### config.mk
export PLATFORM = sky130hd
export DESIGN_NAME = srtn_process_scheduler_core_flat
export DESIGN_NICKNAME = d
export VERILOG_FILES = /design/src/hdl/srtn_pkg.sv /design/src/hdl/srtn_if.sv /design/src/hdl/srtn_cell.sv /design/src/hdl/srtn_process_scheduler_core.sv /design/src/flat_wrapper.sv
export SDC_FILE = /design/constraint.sdc
export NUM_CORES = 2
export LEC_CHECK = 0
export BUFFER_PORTS_ARGS = -buffer_cell sky130_fd_sc_hd__buf_2
export CORE_UTILIZATION = 40
export CTS_BUF_LIST = sky130_fd_sc_hd__clkbuf_4 sky130_fd_sc_hd__clkbuf_8 sky130_fd_sc_hd__clkbuf_16
export DETAILED_ROUTE_END_ITERATION = 8
export PLACE_DENSITY_LB_ADDON = 0.05
export SLEW_MARGIN = 25
export SYNTH_ARGS = -nofsm -noshare
export SYNTH_HDL_FRONTEND = slang
export SYNTH_HIERARCHICAL = 1
export SYNTH_SLANG_ARGS = --single-unit
### constraint.sdc
create_clock -name clock -period 3.5 [get_ports clock]
set_input_delay 0.35 -clock clock [delete_from_list [all_inputs] [get_ports clock]]
set_output_delay 0.35 -clock clock [all_outputs]
set_load 0.01 [all_outputs]
### src/hdl/srtn_pkg.sv
// Shared types and constants for the shortest-remaining-time scheduler.
// Depends on nothing; every other file of the block refers to it by scoped names.
package srtn_pkg;

   // Widths of the transaction fields.
   localparam int OP_W         = 1;
   localparam int SLOT_W       = 3;
   localparam int BURST_W      = 16;
   localparam int TIME_UNIT_W  = 16;
   localparam int TURNAROUND_W = 17;

   // Operation codes of a request transaction.
   localparam logic [OP_W-1:0] OP_LOAD = 1'b0;
   localparam logic [OP_W-1:0] OP_TICK = 1'b1;

   // Sequencer states of the top level.
   typedef enum logic [1:0] {
      ST_IDLE,
      ST_SCAN,
      ST_APPLY
   } state_type;

   // Per-cell command from the sequencer.
   typedef struct packed {
      logic load;    // write this cell with a new burst
      logic apply;   // a tick picked some cell and updates the table now
      logic picked;  // this cell is the one that runs on this tick
   } cell_ctl_type;

endpackage

### src/hdl/srtn_if.sv
// Handshake interfaces of the scheduler: request channel and response channel.
// Depends on srtn_pkg for the field widths.
interface srtn_req_if;
   logic                            valid;
   logic                            ready;
   logic [srtn_pkg::OP_W-1:0]       operation;
   logic [srtn_pkg::SLOT_W-1:0]     slot;
   logic [srtn_pkg::BURST_W-1:0]    burst;

   modport source (output valid, output operation, output slot, output burst, input ready);
   modport sink   (input valid, input operation, input slot, input burst, output ready);
endinterface

interface srtn_rsp_if;
   logic                               valid;
   logic                               ready;
   logic                               ran_valid;
   logic [srtn_pkg::SLOT_W-1:0]        ran_slot;
   logic [srtn_pkg::TIME_UNIT_W-1:0]   time_unit;
   logic                               finished;
   logic [srtn_pkg::TURNAROUND_W-1:0]  turnaround;
   logic                               all_done;

   modport source (output valid, output ran_valid, output ran_slot, output time_unit,
                   output finished, output turnaround, output all_done, input ready);
   modport sink   (input valid, input ran_valid, input ran_slot, input time_unit,
                   input finished, input turnaround, input all_done, output ready);
endinterface

### src/hdl/srtn_cell.sv
// One process slot of the scheduler: holds remaining, waiting and burst time
// and forwards the running minimum to its neighbor. Depends on srtn_pkg.
module srtn_cell #(
   parameter int INDEX      = 0,
   parameter int TIME_WIDTH = 16,
   parameter int IDX_W      = 3
) (
   input  logic                      clock,
   input  logic                      reset,
   input  srtn_pkg::cell_ctl_type    ctl,
   input  logic [TIME_WIDTH-1:0]     load_burst,
   input  logic                      cin_valid,
   input  logic [TIME_WIDTH-1:0]     cin_rem,
   input  logic [IDX_W-1:0]          cin_idx,
   input  logic [TIME_WIDTH:0]       cin_sum,
   output logic                      cout_valid_ff,
   output logic [TIME_WIDTH-1:0]     cout_rem_ff,
   output logic [IDX_W-1:0]          cout_idx_ff,
   output logic [TIME_WIDTH:0]       cout_sum_ff
);

   logic [TIME_WIDTH-1:0] rem_ff, rem_in;
   logic [TIME_WIDTH-1:0] wait_ff, wait_in;
   logic [TIME_WIDTH-1:0] burst_ff, burst_in;
   logic                  done_ff, done_in;
   logic [TIME_WIDTH:0]   own_sum;
   logic                  take_own;

   // Turnaround candidate of this slot, one bit wider than a time value.
   assign own_sum  = {1'b0, wait_ff} + {1'b0, burst_ff};
   // Replace the incoming minimum only on a strictly smaller remaining time,
   // so that ties stay with the lower index.
   assign take_own = !done_ff && (!cin_valid || (rem_ff < cin_rem));

   always_comb begin
      rem_in   = rem_ff;
      wait_in  = wait_ff;
      burst_in = burst_ff;
      done_in  = done_ff;
      if (ctl.load) begin
         rem_in   = load_burst;
         burst_in = load_burst;
         wait_in  = '0;
         done_in  = (load_burst == '0);
      end else if (ctl.apply) begin
         if (ctl.picked) begin
            if (rem_ff != '0) begin
               rem_in = rem_ff - 1'b1;
            end
            if (rem_ff <= TIME_WIDTH'(1)) begin
               done_in = 1'b1;
            end
         end else if (!done_ff && (wait_ff != '1)) begin
            wait_in = wait_ff + 1'b1;
         end
      end
   end

   always_ff @(posedge clock) begin
      if (reset) begin
         done_ff       <= 1'b1;
         cout_valid_ff <= 1'b0;
      end else begin
         done_ff       <= done_in;
         cout_valid_ff <= cin_valid || !done_ff;
      end
      rem_ff   <= rem_in;
      wait_ff  <= wait_in;
      burst_ff <= burst_in;
      if (take_own) begin
         cout_rem_ff <= rem_ff;
         cout_idx_ff <= IDX_W'(INDEX);
         cout_sum_ff <= own_sum;
      end else begin
         cout_rem_ff <= cin_rem;
         cout_idx_ff <= cin_idx;
         cout_sum_ff <= cin_sum;
      end
   end

endmodule

### src/hdl/srtn_process_scheduler_core.sv
// Top level of the shortest-remaining-time-first process scheduler.
// Depends on srtn_pkg, srtn_req_if / srtn_rsp_if and srtn_cell.
//
//   Channel    Direction  Handshake        Payload
//   req_chan   in         valid / ready    operation, slot, burst
//   rsp_chan   out        valid / ready    ran_valid, ran_slot, time_unit,
//                                          finished, turnaround, all_done
//
// A load transaction updates its slot in the accept cycle; its all-zero response
// appears in the following cycle; loads stream one per cycle while rsp is ready.
// A tick transaction passes through a scan state and an update state: the minimum
// travels through the chain of slot cells one cell per cycle, then the update state
// applies the run and waiting updates and loads the response register.
// Reset is synchronous and active high; it marks every slot finished and
// clears the elapsed-time counter. A stalled response holds the block in place:
// no request is taken and a pending tick waits in its update cycle.
module srtn_process_scheduler_core #(
   parameter int SLOTS      = 8,
   parameter int TIME_WIDTH = 16
) (
   input  logic              clock,
   input  logic              reset,
   srtn_req_if.sink          req_chan,
   srtn_rsp_if.source        rsp_chan
);

   localparam int IDX_W = $clog2(SLOTS);

   // Sequencer state and scan counter.
   srtn_pkg::state_type state_ff, state_in;
   logic [IDX_W-1:0]    scan_cnt_ff, scan_cnt_in;
   logic [TIME_WIDTH-1:0] step_count_ff, step_count_in;

   // Response register.
   logic                                rsp_valid_ff, rsp_valid_in;
   logic                                ran_valid_ff, ran_valid_in;
   logic [srtn_pkg::SLOT_W-1:0]         ran_slot_ff, ran_slot_in;
   logic [srtn_pkg::TIME_UNIT_W-1:0]    time_unit_ff, time_unit_in;
   logic                                finished_ff, finished_in;
   logic [srtn_pkg::TURNAROUND_W-1:0]   turnaround_ff, turnaround_in;
   logic                                all_done_ff, all_done_in;

   // Chain of running minimum records; element k feeds cell k.
   logic                  chain_valid [SLOTS+1];
   logic [TIME_WIDTH-1:0] chain_rem   [SLOTS+1];
   logic [IDX_W-1:0]      chain_idx   [SLOTS+1];
   logic [TIME_WIDTH:0]   chain_sum   [SLOTS+1];

   logic                  out_free;
   logic                  req_accept;
   logic                  load_accept;
   logic                  tick_accept;
   logic                  apply_go;
   logic [TIME_WIDTH-1:0] load_burst;
   logic [31:0]           slot_wide;
   logic                  best_valid;
   logic [TIME_WIDTH-1:0] best_rem;
   logic [IDX_W-1:0]      best_idx;
   logic [TIME_WIDTH:0]   best_sum;
   logic                  best_finishes;

   // The response register can take a new transaction when it is empty or
   // being drained in this cycle.
   assign out_free    = !rsp_valid_ff || rsp_chan.ready;
   assign req_chan.ready = (state_ff == srtn_pkg::ST_IDLE) && out_free;
   assign req_accept  = req_chan.valid && req_chan.ready;
   assign load_accept = req_accept && (req_chan.operation == srtn_pkg::OP_LOAD);
   assign tick_accept = req_accept && (req_chan.operation == srtn_pkg::OP_TICK);

   // The burst field is masked or zero-extended to the time width.
   assign load_burst = TIME_WIDTH'({{TIME_WIDTH{1'b0}}, req_chan.burst});
   assign slot_wide  = 32'(req_chan.slot);

   // Nothing enters the head of the chain.
   assign chain_valid[0] = 1'b0;
   assign chain_rem[0]   = '0;
   assign chain_idx[0]   = '0;
   assign chain_sum[0]   = '0;

   assign best_valid = chain_valid[SLOTS];
   assign best_rem   = chain_rem[SLOTS];
   assign best_idx   = chain_idx[SLOTS];
   assign best_sum   = chain_sum[SLOTS];
   // The picked slot reaches zero on this unit when one unit or less is left.
   assign best_finishes = (best_rem <= TIME_WIDTH'(1));

   // The table is updated only when the tick found a slot to run.
   assign apply_go = (state_ff == srtn_pkg::ST_APPLY) && out_free && best_valid;

   for (genvar k = 0; k < SLOTS; k++) begin : g_cell
      srtn_pkg::cell_ctl_type ctl;

      assign ctl.load   = load_accept && (slot_wide == 32'(k));
      assign ctl.apply  = apply_go;
      assign ctl.picked = (best_idx == IDX_W'(k));

      srtn_cell #(
         .INDEX      (k),
         .TIME_WIDTH (TIME_WIDTH),
         .IDX_W      (IDX_W)
      ) u_cell (
         .clock         (clock),
         .reset         (reset),
         .ctl           (ctl),
         .load_burst    (load_burst),
         .cin_valid     (chain_valid[k]),
         .cin_rem       (chain_rem[k]),
         .cin_idx       (chain_idx[k]),
         .cin_sum       (chain_sum[k]),
         .cout_valid_ff (chain_valid[k+1]),
         .cout_rem_ff   (chain_rem[k+1]),
         .cout_idx_ff   (chain_idx[k+1]),
         .cout_sum_ff   (chain_sum[k+1])
      );
   end

   // Sequencer: the table holds still during the scan, so at the end of the scan the
   // record at the tail of the chain is the minimum over all slots.
   always_comb begin
      state_in      = state_ff;
      scan_cnt_in   = scan_cnt_ff;
      step_count_in = step_count_ff;

      rsp_valid_in  = rsp_valid_ff && !rsp_chan.ready;
      ran_valid_in  = ran_valid_ff;
      ran_slot_in   = ran_slot_ff;
      time_unit_in  = time_unit_ff;
      finished_in   = finished_ff;
      turnaround_in = turnaround_ff;
      all_done_in   = all_done_ff;

      unique case (state_ff)
         srtn_pkg::ST_IDLE: begin
            if (load_accept) begin
               rsp_valid_in  = 1'b1;
               ran_valid_in  = 1'b0;
               ran_slot_in   = '0;
               time_unit_in  = '0;
               finished_in   = 1'b0;
               turnaround_in = '0;
               all_done_in   = 1'b0;
            end else if (tick_accept) begin
               state_in    = srtn_pkg::ST_SCAN;
               scan_cnt_in = '0;
            end
         end
         srtn_pkg::ST_SCAN: begin
            scan_cnt_in = scan_cnt_ff + 1'b1;
            if (scan_cnt_ff == IDX_W'(SLOTS - 1)) begin
               state_in = srtn_pkg::ST_APPLY;
            end
         end
         srtn_pkg::ST_APPLY: begin
            if (out_free) begin
               state_in     = srtn_pkg::ST_IDLE;
               rsp_valid_in = 1'b1;
               if (best_valid) begin
                  step_count_in = step_count_ff + 1'b1;
                  ran_valid_in  = 1'b1;
                  ran_slot_in   = srtn_pkg::SLOT_W'({{srtn_pkg::SLOT_W{1'b0}}, best_idx});
                  time_unit_in  = srtn_pkg::TIME_UNIT_W'(
                                     {{srtn_pkg::TIME_UNIT_W{1'b0}}, step_count_ff});
                  finished_in   = best_finishes;
                  turnaround_in = best_finishes
                                ? srtn_pkg::TURNAROUND_W'(
                                     {{srtn_pkg::TURNAROUND_W{1'b0}}, best_sum})
                                : '0;
                  all_done_in   = 1'b0;
               end else begin
                  ran_valid_in  = 1'b0;
                  ran_slot_in   = '0;
                  time_unit_in  = '0;
                  finished_in   = 1'b0;
                  turnaround_in = '0;
                  all_done_in   = 1'b1;
               end
            end
         end
         default: begin
            state_in = srtn_pkg::ST_IDLE;
         end
      endcase
   end

   always_ff @(posedge clock) begin
      if (reset) begin
         state_ff      <= srtn_pkg::ST_IDLE;
         scan_cnt_ff   <= '0;
         step_count_ff <= '0;
         rsp_valid_ff  <= 1'b0;
      end else begin
         state_ff      <= state_in;
         scan_cnt_ff   <= scan_cnt_in;
         step_count_ff <= step_count_in;
         rsp_valid_ff  <= rsp_valid_in;
      end
      ran_valid_ff  <= ran_valid_in;
      ran_slot_ff   <= ran_slot_in;
      time_unit_ff  <= time_unit_in;
      finished_ff   <= finished_in;
      turnaround_ff <= turnaround_in;
      all_done_ff   <= all_done_in;
   end

   assign rsp_chan.valid      = rsp_valid_ff;
   assign rsp_chan.ran_valid  = ran_valid_ff;
   assign rsp_chan.ran_slot   = ran_slot_ff;
   assign rsp_chan.time_unit  = time_unit_ff;
   assign rsp_chan.finished   = finished_ff;
   assign rsp_chan.turnaround = turnaround_ff;
   assign rsp_chan.all_done   = all_done_ff;

   // A response never claims both a run and an empty table.
   a_run_excludes_done: assert property (@(posedge clock) disable iff (reset)
      rsp_valid_ff |-> !(ran_valid_ff && all_done_ff))
      else $error("response reports a run and all_done together");

   // A finish can only be reported for a slot that ran.
   a_finish_needs_run: assert property (@(posedge clock) disable iff (reset)
      (rsp_valid_ff && finished_ff) |-> ran_valid_ff)
      else $error("finish reported without a run");

   // Elapsed time moves only in the update cycle of a tick.
   a_step_only_on_apply: assert property (@(posedge clock) disable iff (reset)
      (state_ff != srtn_pkg::ST_APPLY) |=> $stable(step_count_ff))
      else $error("step counter changed outside the update cycle");

   // An accepted tick always starts a scan of the chain.
   a_tick_starts_scan: assert property (@(posedge clock) disable iff (reset)
      tick_accept |=> (state_ff == srtn_pkg::ST_SCAN))
      else $error("accepted tick did not start a scan");

endmodule
### src/flat_wrapper.sv
// flat-port wrapper written by rule: the top's interface ports become plain ports
module srtn_process_scheduler_core_flat 
#(
   parameter int SLOTS      = 8,
   parameter int TIME_WIDTH = 16
)
  (clock, reset, req_chan_valid, req_chan_operation, req_chan_slot, req_chan_burst, req_chan_ready, rsp_chan_valid, rsp_chan_ran_valid, rsp_chan_ran_slot, rsp_chan_time_unit, rsp_chan_finished, rsp_chan_turnaround, rsp_chan_all_done, rsp_chan_ready);
  srtn_req_if req_chan_i ();
  srtn_rsp_if rsp_chan_i ();
  input  logic clock;
  input  logic reset;
  input wire logic [$bits(req_chan_i.valid)-1:0] req_chan_valid;
  input wire logic [$bits(req_chan_i.operation)-1:0] req_chan_operation;
  input wire logic [$bits(req_chan_i.slot)-1:0] req_chan_slot;
  input wire logic [$bits(req_chan_i.burst)-1:0] req_chan_burst;
  output wire logic [$bits(req_chan_i.ready)-1:0] req_chan_ready;
  output wire logic [$bits(rsp_chan_i.valid)-1:0] rsp_chan_valid;
  output wire logic [$bits(rsp_chan_i.ran_valid)-1:0] rsp_chan_ran_valid;
  output wire logic [$bits(rsp_chan_i.ran_slot)-1:0] rsp_chan_ran_slot;
  output wire logic [$bits(rsp_chan_i.time_unit)-1:0] rsp_chan_time_unit;
  output wire logic [$bits(rsp_chan_i.finished)-1:0] rsp_chan_finished;
  output wire logic [$bits(rsp_chan_i.turnaround)-1:0] rsp_chan_turnaround;
  output wire logic [$bits(rsp_chan_i.all_done)-1:0] rsp_chan_all_done;
  input wire logic [$bits(rsp_chan_i.ready)-1:0] rsp_chan_ready;
  assign req_chan_i.valid = req_chan_valid;
  assign req_chan_i.operation = req_chan_operation;
  assign req_chan_i.slot = req_chan_slot;
  assign req_chan_i.burst = req_chan_burst;
  assign req_chan_ready = req_chan_i.ready;
  assign rsp_chan_valid = rsp_chan_i.valid;
  assign rsp_chan_ran_valid = rsp_chan_i.ran_valid;
  assign rsp_chan_ran_slot = rsp_chan_i.ran_slot;
  assign rsp_chan_time_unit = rsp_chan_i.time_unit;
  assign rsp_chan_finished = rsp_chan_i.finished;
  assign rsp_chan_turnaround = rsp_chan_i.turnaround;
  assign rsp_chan_all_done = rsp_chan_i.all_done;
  assign rsp_chan_i.ready = rsp_chan_ready;
  srtn_process_scheduler_core #(.SLOTS(SLOTS), .TIME_WIDTH(TIME_WIDTH)) u_core (.clock(clock), .reset(reset), .req_chan(req_chan_i), .rsp_chan(rsp_chan_i));
endmodule
; ---- Word-level counts from Yosys, hierarchy flattened
; Index checks and enable logic that the tools add are counted.
[word_totals]
reg_bits = 746
output_inout_bits = 41
word_cells = 403
[classes]
n_addsub = 26
order_cmp = 16
eq_ne = 30
n_mux = 113
bitwise = 9
reduce_logical = 136
[op_table]
columns = op, count
row1 = 2-to-1 mux 16 bit, 42
row2 = 2-to-1 mux 17 bit, 11
row3 = "adder 16 x 1 -> 16 bit, second input constant", 9
row4 = "<= comparator 16 x 1 -> 1 bit, second input constant", 9
row5 = adder 16 x 16 -> 17 bit, 8
row6 = "!= test 16 bit, second input constant", 8
row7 = nonzero test 16 bit, 8
row8 = "subtractor 16 x 1 -> 16 bit, second input constant", 8
row9 = less-than comparator 16 bit, 7
row10 = AND reduction 3 bit, 27
row11 = nonzero test 2 bit, 34
row12 = 2-to-1 mux 1 bit, 42
row13 = case mux 17 bit (2 select lines), 1
row14 = logical NOT 32 bit, 1
row15 = case mux 16 bit (2 select lines), 1
row16 = logical AND 1 bit, 30
row17 = "== test 3 bit, second input constant", 9
row18 = logical NOT 1 bit, 17
row19 = logical NOT 16 bit, 1
row20 = logical OR 1 bit, 15
row21 = 2-to-1 mux 3 bit, 5
row22 = "== test 3 x 2 -> 1 bit, second input constant", 4
row23 = case mux 3 bit (2 select lines), 2
row24 = inverter 1 bit, 9
row25 = 12 further kinds, 22

; ---- Depth between registers and ports, before layout
[depth]
depth_word = 8
ltp_mapped = 10

; ---- Modules after synthesis
; Netlist, hierarchy kept.
[modules_own_cells]
columns = module, n_inst, cells_per_inst, area_each_um2, seq_area_each_um2
row1 = srtn_cell (u_core.g_cell[1].u_cell ...), 3, 442, 4513.1, 2042.0
row2 = srtn_cell (u_core.g_cell[5].u_cell ...), 2, 442, 4509.3, 2042.0
row3 = srtn_cell (u_core.g_cell[7].u_cell), 1, 457, 4739.5, 2042.0
row4 = srtn_cell (u_core.g_cell[0].u_cell), 1, 442, 4520.6, 2042.0
row5 = srtn_cell (u_core.g_cell[3].u_cell), 1, 436, 4495.6, 2042.0
row6 = srtn_process_scheduler_core, 1, 237, 2678.8, 1611.5

; ---- Worst setup path after synthesis
; Ideal clock, no wire load.
[synth_path]
path_type = register to register
startpoint = register u_core.state_ff[1]
endpoint = register u_core.all_done_ff, in the netlist u_core/rsp_chan.all_done, enable pin
setup_ns = 0.484
arrival_time_ns = 3.350
t_required_ns = 3.016
path_slack_ns = -0.334
stages_incl_launch_ff = 4
path_buffers = 1
period_less_slack_ns = 3.834
path_cell_list = dfxtp_1 clkbuf_1 nor2b_1 nor3_1
[synth_between]
elab_chain_len = 6
[synth_rtl]
columns = item, line
row1 = "start, declared", srtn_process_scheduler_core.sv:30  ; srtn_pkg::state_type state_ff, state_in;
row2 = "start signal, assigned", srtn_process_scheduler_core.sv:187  ; state_ff <= srtn_pkg::ST_IDLE;
row3 = "start signal, assigned", srtn_process_scheduler_core.sv:192  ; state_ff <= state_in;
row4 = logical NOT 2 bit, "srtn_process_scheduler_core.sv:65, srtn_process_scheduler_core.sv:132"
row5 = logical AND 1 bit, srtn_process_scheduler_core.sv:65  ; assign req_chan.ready = (state_ff == srtn_pkg::ST_IDLE) && out_free;
row6 = logical AND 1 bit, srtn_process_scheduler_core.sv:66  ; assign req_accept = req_chan.valid && req_chan.ready;
row7 = logical AND 1 bit, srtn_process_scheduler_core.sv:67  ; assign load_accept = req_accept && (req_chan.operation == srtn_pkg::OP_LOAD);
row8 = != test 2 x 1 -> 1 bit (no source line), --
row9 = AND reduction 3 bit (no source line) (*), --
row10 = "end signal, assigned", srtn_process_scheduler_core.sv:202  ; all_done_ff <= all_done_in;
row11 = "end, declared", srtn_process_scheduler_core.sv:41  ; logic all_done_ff, all_done_in;
; Every way passes the cells marked *; elsewhere a longest branch is shown, timed or not.
; A chain may end at the register's enable or synchronous reset.

; ---- Final worst setup path
[layout_path]
startpoint = register u_core.state_ff[1]
endpoint = register u_core.g_cell[2].u_cell.wait_ff[13]
[layout_lines]
columns = item, line
row1 = == test 2 bit, srtn_process_scheduler_core.sv:88  ; assign apply_go = (state_ff == srtn_pkg::ST_APPLY) && out_free && best_valid;
row2 = logical AND 1 bit (2 in a row), srtn_process_scheduler_core.sv:88
row3 = named net u_core.apply_go, srtn_process_scheduler_core.sv:53  ; logic apply_go;
row4 = AND reduction 3 bit (no source line), --
row5 = "end signal, assigned", srtn_cell.sv:68  ; wait_ff <= wait_in;
row6 = "end, declared", srtn_cell.sv:23  ; logic [TIME_WIDTH-1:0] wait_ff, wait_in;
; The timed path passes the listed nets, and every way through them passes these cells.

==> flow_metrics.env <==
export IMPL_synth_avg_cell_area_um2=10.3
export IMPL_pin_count=65
export IMPL_clockBufferDepth=3
export IMPL_cp_start_kind="flop"
export IMPL_port_buffer_count=64
export IMPL_min_period_over_period=0.889
export IMPL_max_freq_mhz=321
export IMPL_dp_hpwl_um=80400
export IMPL_routed_wl_um=112000
export IMPL_cts_buffers=89
export IMPL_clockRootBuffer="clkbuf_16"
export IMPL_final_max_slew_viol_count=0
export IMPL_drtIter0Drc=1868
export IMPL_post_cts_resized=0
export IMPL_grt_pass1_vias=27160
export IMPL_hp_class="in -> reg"
export IMPL_finalSetupViolations=0
export IMPL_fin_worst_skew_ps=29.7
export IMPL_grt_first_pass_wirelength_um=170000
export IMPL_cp_slowest_cell="dfxtp_1"
export IMPL_worstPathCellList="nand3b_1, nor2_2, buf_12, nor3b_2, nand4_1, a21oi_2, nand3_1, or3_1, a21oi_1"
export IMPL_gp_congestion=0.858
export IMPL_core_mm2=0.0966
export IMPL_cts_sinks=748
export IMPL_initial_utilization=0.403
export IMPL_cts_tree="yes"
export IMPL_vias=27956
export IMPL_clk_pin_slew_worst_paths_ps=60
export IMPL_design_area_mm2=0.0444
export IMPL_max_slew_worst_pin_slew_ps=967
export IMPL_cts_hold_buffers_added=0
export IMPL_crit_type="reg -> reg"
export IMPL_crit_required_ps=4070
export IMPL_place_area_mm2=0.0412
export IMPL_critPathTopFamily="simple AND/OR/NAND/NOR gates"
export IMPL_power_density_mw_per_mm2=483
export IMPL_die_area_mm2=0.0986
export IMPL_rsz0062_at_grt="false"
export IMPL_yosysWarnings=6
export IMPL_rows=114
export IMPL_clock_latency_ps=660
export IMPL_finish_net_count=4271
export IMPL_r2r_start="u_core/state_ff[1]"
export IMPL_ir_drop_mv=0.333
export IMPL_post_drt_wl_per_cell_um=21.1
export IMPL_hold_path_startpoint="req_chan_operation"
export IMPL_fill_cells=9204
export IMPL_slowest_delay_ps=530
export IMPL_critical_path_buf_inv_count=1
export IMPL_postRouteAntennaNets=0
export IMPL_htree_num_levels=3
export IMPL_viasPerCell=5.27
export IMPL_syn_area_mm2=0.0390
export IMPL_antenna_found_initial=5
export IMPL_route_detailed_drc=0
export IMPL_syn_to_final_growth_pct=13.8
export IMPL_worstPathArrival_ps=3680
export IMPL_final_setup_tns_ps=0
export IMPL_cp_end_kind="flop"
export IMPL_grt_overflow_total=0
export IMPL_drv_cap=0
export IMPL_status="complete, no violations"
export IMPL_post_cts_buffers=0
export IMPL_grt_max_degree=67
export IMPL_netlist_instances=3780
export IMPL_min_period_ps=3110
export IMPL_firstDrtPassIters=5
export IMPL_grt_usage=0.226
export IMPL_die_w_um=314
export IMPL_maxSlewHeadroom=0.350
export IMPL_hold_viol=0
export IMPL_worstPathMaxFanout=26
export IMPL_crit_path_start="u_core/state_ff[1]"
export IMPL_die_h_um=314
export IMPL_fin_hold_ws_ps=78.4
export IMPL_layout_drive_gt1_share=0.150
export IMPL_cellLeakagePower_uw=0.0178
[final timing paths]
| kind | end | slack (ps) | cells past startpoint |
|---|---|---|---|
| worst min register to register | u_core/g_cell[7].u_cell/cout_idx_ff[2] | 400 | 1 |
| worst max-delay path | u_core/g_cell[2].u_cell/wait_ff[13] | 390 | 9 |
| worst max register to register | u_core/g_cell[2].u_cell/wait_ff[13] | 390 | 9 |
| worst min-delay path | u_core/state_ff[0] | 80 | 4 |
[layer usage]
metal,vias to the layer above,wire [um],track usage,part of all wire
met2,470,52800,0.377,0.47
met5,-,0,0,0
li1,14023,-,-,-
met4,0,2200,0.0509,0.020
met3,145,3960,0.0291,0.035
met1,13318,53200,0.311,0.47
[report_power, final]
| group | switching [uW] | internal [uW] | total (uW) |
|---|---|---|---|
| sequential | 310 | 9550 | 9860 |
| combinational | 878 | 700 | 1580 |
| clock | 3830 | 6160 | 9990 |
[per-stage QoR]
stage | util | cells | power [uW] | setup WS, ps
CTS | 0.459 | 5305 | 21700 | 394
global route | 0.459 | 5305 | 22200 | 149
floorplan | - | 3833 | 10900 | 69.5
global placement | 0.426 | 5141 | 11600 | 461
finish | 0.459 | 5307 | 21400 | 388
detailed placement | 0.426 | 5141 | 11600 | 420
[layout make-up]
class	instances	area [um^2]	area share
inverter	193	724	0.0163
timing repair buffer	136	936	0.0211
antenna	2	5.00	0.000113
multi-input combinational	2788	20000	0.450
clock inverter	39	508	0.0115
clock buffer	125	2680	0.0604
sequential	748	17900	0.404
tap	1276	1600	0.0360
[cell usage in the layout, fill, tap and decap left out, types with 17 or more instances in the layout]
cell	count
a21oi_1	213
and2_1	49
conb_1	54
edfxtp_1	295
nand3_1	109
nand2_1	347
a211oi_1	37
clkbuf_4	18
nand4_1	50
buf_2	64
xor2_1	130
and3_1	51
a21o_1	46
xnor2_1	150
or3_1	41
o211ai_1	23
dfxtp_1	453
inv_1	193
ha_1	283
and4_1	29
nand2b_1	30
clkbuf_16	95
nor4_1	60
o21a_1	30
nor3_1	85
o21ai_0	227
nor2_1	223
o31ai_1	17
mux2_4	51
mux2_2	170
a31oi_1	21
buf_4	66
[flip-flops by register name (all words and copies together), names as in the netlist, 16 cells and up]
signal                            count
u_core/rsp_chan.time_unit            16
u_core/step_count_ff                 16
u_core/g_cell.u_cell/rem_ff         128
u_core/g_cell.u_cell/cout_idx_ff     24
u_core/g_cell.u_cell/burst_ff       128
u_core/g_cell.u_cell/cout_rem_ff    127
u_core/rsp_chan.turnaround           17
u_core/g_cell.u_cell/cout_sum_ff    136
u_core/g_cell.u_cell/wait_ff        128
[worst min-delay path, stage by stage]
cell	delay, ps
buf_2	110
nand3_1	60
mux2_2	130
nor3_1	30
Power figures use the tool's default switching activity.
